## config.mk

```make
export PLATFORM = sky130hd
export DESIGN_NAME = binary_value_byte_emitter_core_flat
export DESIGN_NICKNAME = d
export VERILOG_FILES = /design/src/rtl/bvbe_pkg.sv /design/src/rtl/bvbe_if.sv /design/src/rtl/bvbe_digit_shift.sv /design/src/rtl/binary_value_byte_emitter_core.sv /design/src/flat_wrapper.sv
export SDC_FILE = /design/constraint.sdc
export NUM_CORES = 1
export LEC_CHECK = 0
export CAP_MARGIN = 0
export CORE_MARGIN = 10
export CORE_UTILIZATION = 55
export DETAILED_ROUTE_END_ITERATION = 6
export DONT_BUFFER_PORTS = 1
export MAX_ROUTING_LAYER = met4
export PLACE_DENSITY = 0.73
export SETUP_SLACK_MARGIN = 0.15
export SKIP_LAST_GASP = 1
export SLEW_MARGIN = 20
export SYNTH_ARGS = -nofsm -noshare
export SYNTH_HDL_FRONTEND = slang
export SYNTH_SLANG_ARGS = --single-unit
```

## constraint.sdc

```tcl
create_clock -name i_clk -period 8.9 [get_ports i_clk]
set_input_delay 0.445 -clock i_clk [delete_from_list [all_inputs] [get_ports i_clk]]
set_output_delay 0.445 -clock i_clk [all_outputs]
set_load 0.05 [all_outputs]
```

## src/rtl/bvbe_pkg.sv

```systemverilog
`timescale 1ns / 1ps

package bvbe_pkg;

    localparam int CMD_W     = 3;
    localparam int VALUE_W   = 64;
    localparam int BYTE_W    = 8;
    localparam int GROUP_W   = 7;
    localparam int MAX_BYTES = 10;
    localparam int CNT_W     = $clog2(MAX_BYTES);

    localparam logic [CNT_W-1:0] LAST_IDX = CNT_W'(MAX_BYTES - 1);
    localparam logic [CNT_W-1:0] U32_LAST = CNT_W'(3);
    localparam logic [CNT_W-1:0] U64_LAST = CNT_W'(7);

    // bit 6 of a 7-bit group: the sign of the group for signed LEB128
    localparam int SIGN_POS = GROUP_W - 1;

    typedef enum logic [CMD_W-1:0] {
        CMD_BYTE = 3'd0,
        CMD_U32  = 3'd1,
        CMD_U64  = 3'd2,
        CMD_ULEB = 3'd3,
        CMD_SLEB = 3'd4
    } t_cmd;

    typedef enum logic {
        ST_IDLE,
        ST_EMIT
    } t_state;

    typedef struct packed {
        logic load;
        logic advance;
    } t_shift_ctrl;

    typedef struct packed {
        logic [BYTE_W-1:0] out_byte;
        logic              last;
    } t_digit_status;

endpackage

```

## src/rtl/bvbe_if.sv

```systemverilog
`timescale 1ns / 1ps

interface bvbe_in_if;
    logic                       valid;
    logic                       ready;
    logic [bvbe_pkg::CMD_W-1:0]   command;
    logic [bvbe_pkg::VALUE_W-1:0] value;

    modport source (output valid, output command, output value, input ready);
    modport sink   (input valid, input command, input value, output ready);
endinterface

interface bvbe_out_if;
    logic                        valid;
    logic                        ready;
    logic [bvbe_pkg::BYTE_W-1:0] out_byte;
    logic                        last;

    modport source (output valid, output out_byte, output last, input ready);
    modport sink   (input valid, input out_byte, input last, output ready);
endinterface

```

## src/rtl/bvbe_digit_shift.sv

```systemverilog
`timescale 1ns / 1ps

module bvbe_digit_shift (
    input  logic                          i_clk,
    input  logic                          i_rst_n,
    input  bvbe_pkg::t_shift_ctrl         i_ctrl,
    input  logic [bvbe_pkg::CMD_W-1:0]    i_command,
    input  logic [bvbe_pkg::VALUE_W-1:0]  i_value,
    output bvbe_pkg::t_digit_status       o_status
);
    import bvbe_pkg::*;

    logic [VALUE_W-1:0] r_value, n_value;
    t_cmd               r_cmd, n_cmd;
    logic [CNT_W-1:0]   r_count, n_count;

    logic [GROUP_W-1:0] low_group;
    logic               rest_zero;
    logic               rest_ones;
    logic               last;
    logic [BYTE_W-1:0]  out_byte;

    assign low_group = r_value[GROUP_W-1:0];
    assign rest_zero = ~|r_value[VALUE_W-1:GROUP_W];
    assign rest_ones = &r_value[VALUE_W-1:GROUP_W];

    // current digit and its end-of-run flag
    always_comb begin
        last     = 1'b1;
        out_byte = r_value[BYTE_W-1:0];
        case (r_cmd)
            CMD_BYTE: begin
                last = 1'b1;
            end
            CMD_U32: begin
                last = (r_count == U32_LAST);
            end
            CMD_U64: begin
                last = (r_count == U64_LAST);
            end
            CMD_ULEB: begin
                last     = rest_zero || (r_count == LAST_IDX);
                out_byte = {~last, low_group};
            end
            CMD_SLEB: begin
                last     = (rest_zero && !low_group[SIGN_POS]) ||
                           (rest_ones && low_group[SIGN_POS]) ||
                           (r_count == LAST_IDX);
                out_byte = {~last, low_group};
            end
            default: begin
                last = 1'b1;
            end
        endcase
    end

    assign o_status.out_byte = out_byte;
    assign o_status.last     = last;

    // load a new value, or shift out one digit per transfer
    always_comb begin
        n_value = r_value;
        n_cmd   = r_cmd;
        n_count = r_count;
        if (i_ctrl.load) begin
            n_value = i_value;
            n_cmd   = t_cmd'(i_command);
            n_count = '0;
        end else if (i_ctrl.advance) begin
            n_count = r_count + CNT_W'(1);
            case (r_cmd)
                CMD_ULEB: n_value = {{GROUP_W{1'b0}}, r_value[VALUE_W-1:GROUP_W]};
                CMD_SLEB: n_value = {{GROUP_W{r_value[VALUE_W-1]}},
                                     r_value[VALUE_W-1:GROUP_W]};
                default:  n_value = {{BYTE_W{1'b0}}, r_value[VALUE_W-1:BYTE_W]};
            endcase
        end
    end

    always_ff @(posedge i_clk) begin
        if (!i_rst_n) begin
            r_cmd   <= CMD_BYTE;
            r_count <= '0;
        end else begin
            r_cmd   <= n_cmd;
            r_count <= n_count;
        end
        r_value <= n_value;
    end

endmodule

```

## src/rtl/binary_value_byte_emitter_core.sv

```systemverilog
`timescale 1ns / 1ps

// Value byte emitter: turns one 64-bit value and a format command into a
// run of bytes, least significant first, with last set on the final byte.
// Formats: raw byte (1), u32 LE (4), u64 LE (8), unsigned and signed
// LEB128 (1 to 10 bytes). Commands 5 to 7 are taken and produce nothing.
//
// Channels: i_cmd carries command and value, o_out carries out_byte and
// last; each moves one transfer when valid and ready are both high.
// Latency: the first byte is valid in the cycle after the command transfer.
// Throughput: one byte per cycle from the value shift register while the
// receiver is ready, then a pass through idle to load the next command;
// the longest item is a ten-byte LEB128 run.
// Reset (synchronous, active low) drops any run in progress and returns
// to idle with the command channel ready.
// When the receiver stalls, the current byte and last hold on o_out and
// the shift register does not advance; no new command is taken until the
// final byte of the run has been transferred.
module binary_value_byte_emitter_core (
    input  logic        i_clk,
    input  logic        i_rst_n,
    bvbe_in_if.sink     i_cmd,
    bvbe_out_if.source  o_out
);
    import bvbe_pkg::*;

    t_state        r_state, n_state;
    t_shift_ctrl   shift_ctrl;
    t_digit_status digit_status;
    logic          cmd_known;

    // commands outside the format set are dropped on transfer
    always_comb begin
        case (t_cmd'(i_cmd.command))
            CMD_BYTE, CMD_U32, CMD_U64, CMD_ULEB, CMD_SLEB: cmd_known = 1'b1;
            default:                                        cmd_known = 1'b0;
        endcase
    end

    // sequencer: idle waits for a command, emit streams its bytes
    always_comb begin
        n_state            = r_state;
        shift_ctrl.load    = 1'b0;
        shift_ctrl.advance = 1'b0;
        i_cmd.ready        = 1'b0;
        o_out.valid        = 1'b0;
        case (r_state)
            ST_IDLE: begin
                i_cmd.ready = 1'b1;
                if (i_cmd.valid && cmd_known) begin
                    shift_ctrl.load = 1'b1;
                    n_state         = ST_EMIT;
                end
            end
            ST_EMIT: begin
                o_out.valid = 1'b1;
                if (o_out.ready) begin
                    shift_ctrl.advance = 1'b1;
                    // return to idle after the final byte's transfer
                    if (digit_status.last) begin
                        n_state = ST_IDLE;
                    end
                end
            end
            default: begin
                n_state = ST_IDLE;
            end
        endcase
    end

    always_ff @(posedge i_clk) begin
        if (!i_rst_n) begin
            r_state <= ST_IDLE;
        end else begin
            r_state <= n_state;
        end
    end

    bvbe_digit_shift u_digit_shift (
        .i_clk     (i_clk),
        .i_rst_n   (i_rst_n),
        .i_ctrl    (shift_ctrl),
        .i_command (i_cmd.command),
        .i_value   (i_cmd.value),
        .o_status  (digit_status)
    );

    // payload comes straight from the held shift register state
    assign o_out.out_byte = digit_status.out_byte;
    assign o_out.last     = digit_status.last;

endmodule

```

## src/flat_wrapper.sv

```systemverilog
// flat-port wrapper written by rule: the top's interface ports become plain ports
module binary_value_byte_emitter_core_flat import bvbe_pkg::*;
  (i_clk, i_rst_n, i_cmd_valid, i_cmd_command, i_cmd_value, i_cmd_ready, o_out_valid, o_out_out_byte, o_out_last, o_out_ready);
  bvbe_in_if i_cmd_i ();
  bvbe_out_if o_out_i ();
  input  logic i_clk;
  input  logic i_rst_n;
  input wire logic [$bits(i_cmd_i.valid)-1:0] i_cmd_valid;
  input wire logic [$bits(i_cmd_i.command)-1:0] i_cmd_command;
  input wire logic [$bits(i_cmd_i.value)-1:0] i_cmd_value;
  output wire logic [$bits(i_cmd_i.ready)-1:0] i_cmd_ready;
  output wire logic [$bits(o_out_i.valid)-1:0] o_out_valid;
  output wire logic [$bits(o_out_i.out_byte)-1:0] o_out_out_byte;
  output wire logic [$bits(o_out_i.last)-1:0] o_out_last;
  input wire logic [$bits(o_out_i.ready)-1:0] o_out_ready;
  assign i_cmd_i.valid = i_cmd_valid;
  assign i_cmd_i.command = i_cmd_command;
  assign i_cmd_i.value = i_cmd_value;
  assign i_cmd_ready = i_cmd_i.ready;
  assign o_out_valid = o_out_i.valid;
  assign o_out_out_byte = o_out_i.out_byte;
  assign o_out_last = o_out_i.last;
  assign o_out_i.ready = o_out_ready;
  binary_value_byte_emitter_core u_core (.i_clk(i_clk), .i_rst_n(i_rst_n), .i_cmd(i_cmd_i), .o_out(o_out_i));
endmodule
```

==> results.toml <==
[power_and_ir_drop]
intPower_uw = 607.3
swShare_pct = 28.82
p_comb_share_pct = 12.6
p_seq_share_pct = 54.5
vdd_drop_max_v = 0.00008929
p_leak_uw = 0.001466
p_sw_uw = 245.9
p_per_area_nw_per_um2 = 207.7
pwr-share-clk_pct = 33.0

[critical_path]
worst-path-max-fanout = 4
end_kind = "output pin"
crit_required_ps = 8460
ff2ff_setup_slack_ps = 5820
crit_type = "reg2out"
startpoint = "u_core.u_digit_shift.r_value[24]"
reg2regPathDepth = 5
endpoint = "o_out_out_byte[7]"
r2r-end = "u_core.u_digit_shift.r_value[50]"
cp.arrival_ps = 2680
start_kind = "flip-flop"
r2r-start = "u_core.r_state"

[timing]
tns_ps = 0
setup_ws_ps = 5780
tightest_slew_ps = 1078
maxSlewHeadroom_pct = 28.14
setup_viol = 0
slew_violations = 0
rsz0062_at_grt = "no"
fmax_mhz = 320.5
period_share_pct = 35.06
hold_viol = 0
clock-skew-final_ps = 7.469
min_period_ps = 3120

[grt]
antenna_found_initial = 0
use_met3_pct = 3.656
use_met2_pct = 26.53
grt.total_usage_pct = 17.43
globalRouteOverflowTotal = 0
grt_pass1_vias = 2973
grt_busiest_layer = "met2"
grt_pass1_wl_um = 14900
grt_max_degree = 121
gr-usage-met1_pct = 21.70

[drt]
drc_errors = 0
via_per_inst = 6.091
avgRoutedWirePerCell_um = 18.27
wl_um = 9462
drt-pass1-iter-count = 5
drt_iter0_drc = 232
num_vias = 3155
drtAntennaViolNets = 0

[hold_path]
holdCritPathClass = "in2reg"
hold_start = "i_rst_n"

[synthesis]
syn_inst = 438
ys_types = 38
synth_enable_flop_cells = 64
syn_avg_cell_area_um2 = 8.890
syn_area_um2 = 3894
syn_nets = 511
postSynth.asyncResetShare_pct = 0
yosysWarnings = 0
synthFlopType = "edfxtp_1"
synth-seq-area-share_pct = 53.47
synth.ff_latch_count = 72

[place]
hpwl_um = 6525
routabilityCongestion = 0.8258
io_buffers = 0
pre_cts_ws_ps = 5506

[floorplan]
io_pins = 82
core_area_um2 = 6832
initial_core_util_pct = 57.00
placementRows = 30
dieArea_um2 = 10850
die_w_um = 104.1
die_height_um = 104.1

[final_layout]
syn2layout_area_growth_pct = 5.495
final_cell_mix = "nand2_1, nor2_1, edfxtp_1"
drive_above_1_share_pct = 5.924
n_antenna_cell = 0
fin_util_pct = 60.13
final_nets = 490
fill_cells = 621
final_common_cell = "nand2_1"

[cts]
insertion_delay_ps = 360
cts_made_buffers = 9
cts_sinks = 72
path_clk_slew_ps = 70
cts-root-buf = "clkbuf_8"
htree_num_levels = 3
cts_hold_buffers = 0
cts_tree = "yes"
ctsLongestPathBuffers = 2
cts_setup_buffers = 0
cts_resized = 0

[status]
status = "finished clean"

[run]
max_cap_violations = 0
==> critical path, stage by stage, from the launching register on <==
cell      delay (ps)
edfxtp_1         440
or4_1            550
nor3_2           110
nand3_1          150
or4_4            510
a32oi_1          200
nand2_1          350
==> cell type report <==
class                           instances  area (um2)  area share [%]
Timing Repair Buffer                    3       26.28          0.6397
Clock buffer                            9       123.9           3.016
Clock inverter                          7       86.33           2.102
Tap cell                               96       120.1           2.924
Multi-Input combinational cell        328        1658           40.36
Sequential cell                        72        2082           50.69
Inverter                                3       11.26          0.2741
==> worst min path at each step <==
stage / to / cells past startpoint
5_1_grt: u_core.u_digit_shift.r_cmd[0] / 1
6_report: u_core.r_state / 1
2_1_floorplan: u_core.u_digit_shift.r_cmd[1] / 2
3_3_place_gp: u_core.u_digit_shift.r_cmd[1] / 2
4_1_cts: u_core.r_state / 1
3_5_place_dp: u_core.u_digit_shift.r_cmd[2] / 2
==> cells in the mapped netlist, types with 3 or more instances <==
library cell	number	area, um2
nand3_1	6	30.03
a21oi_1	3	15.01
a21boi_0	3	22.52
a21o_1	6	45.04
a31oi_1	56	350.3
and2_1	4	25.02
dfxtp_1	8	160.2
edfxtp_1	64	1922
nand2_1	127	476.7
nand4_1	16	100.1
buf_4	7	52.55
nor2_1	66	247.7
inv_1	3	11.26
clkbuf_1	24	90.09
buf_1	3	11.26
nor4_1	15	93.84
==> metrics by stage <==
step / power (uW) / hold slack [ps] / instance area (um2) / instances
after floorplan: 553.0 / 469.0 / 3894 / 438
final: 853.2 / 222.5 / 4108 / 518
after CTS: 855.5 / 214.2 / 4104 / 518
after global routing: 887.6 / 227.1 / 4108 / 518
after global placement: 574.2 / 493.2 / 3894 / 502
after detailed placement: 578.4 / 506.3 / 3894 / 502
==> power groups by stage <==
stage / sequential [uW] / clock, uW / combinational [uW]
6_report: 465 / 281 / 107
2_1_floorplan: 448 / 0 / 105
5_1_grt: 469 / 297 / 121
3_5_place_dp: 471 / 0 / 107
3_3_place_gp: 470 / 0 / 104
4_1_cts: 464 / 284 / 107
==> flip-flops by register name (all words and copies together) (netlist names) <==
| register | flops |
|---|---|
| u_core.u_digit_shift.r_value | 64 |
| u_core.u_digit_shift.r_count | 4 |
| u_core.u_digit_shift.r_cmd | 3 |
| u_core.r_state | 1 |
==> kinds of logic (layout without fill, tap and decap cells) <==
kind of cell / count (synthesis) / in the layout / synth area share [%]
AO/OA/AOI/OAI: 76 / 76 / 12.63
XOR/XNOR: 3 / 3 / 0.6749
adder cells (fa/ha/maj): 2 / 2 / 0.6426
buffers and inverters: 38 / 22 / 4.370
flip-flops: 72 / 72 / 53.47
multiplexers: 1 / 1 / 0.2571
AND/OR/NAND/NOR: 246 / 246 / 27.96
==> metal layers <==
| layer | wire [um] | part of all wire, % |
|---|---|---|
| met1 | 4155 | 44 |
| met2 | 4576 | 48 |
| met3 | 556 | 5.9 |
| met4 | 175 | 1.8 |
| met5 | 0 | 0 |
(Power assumes the default switching activity.)
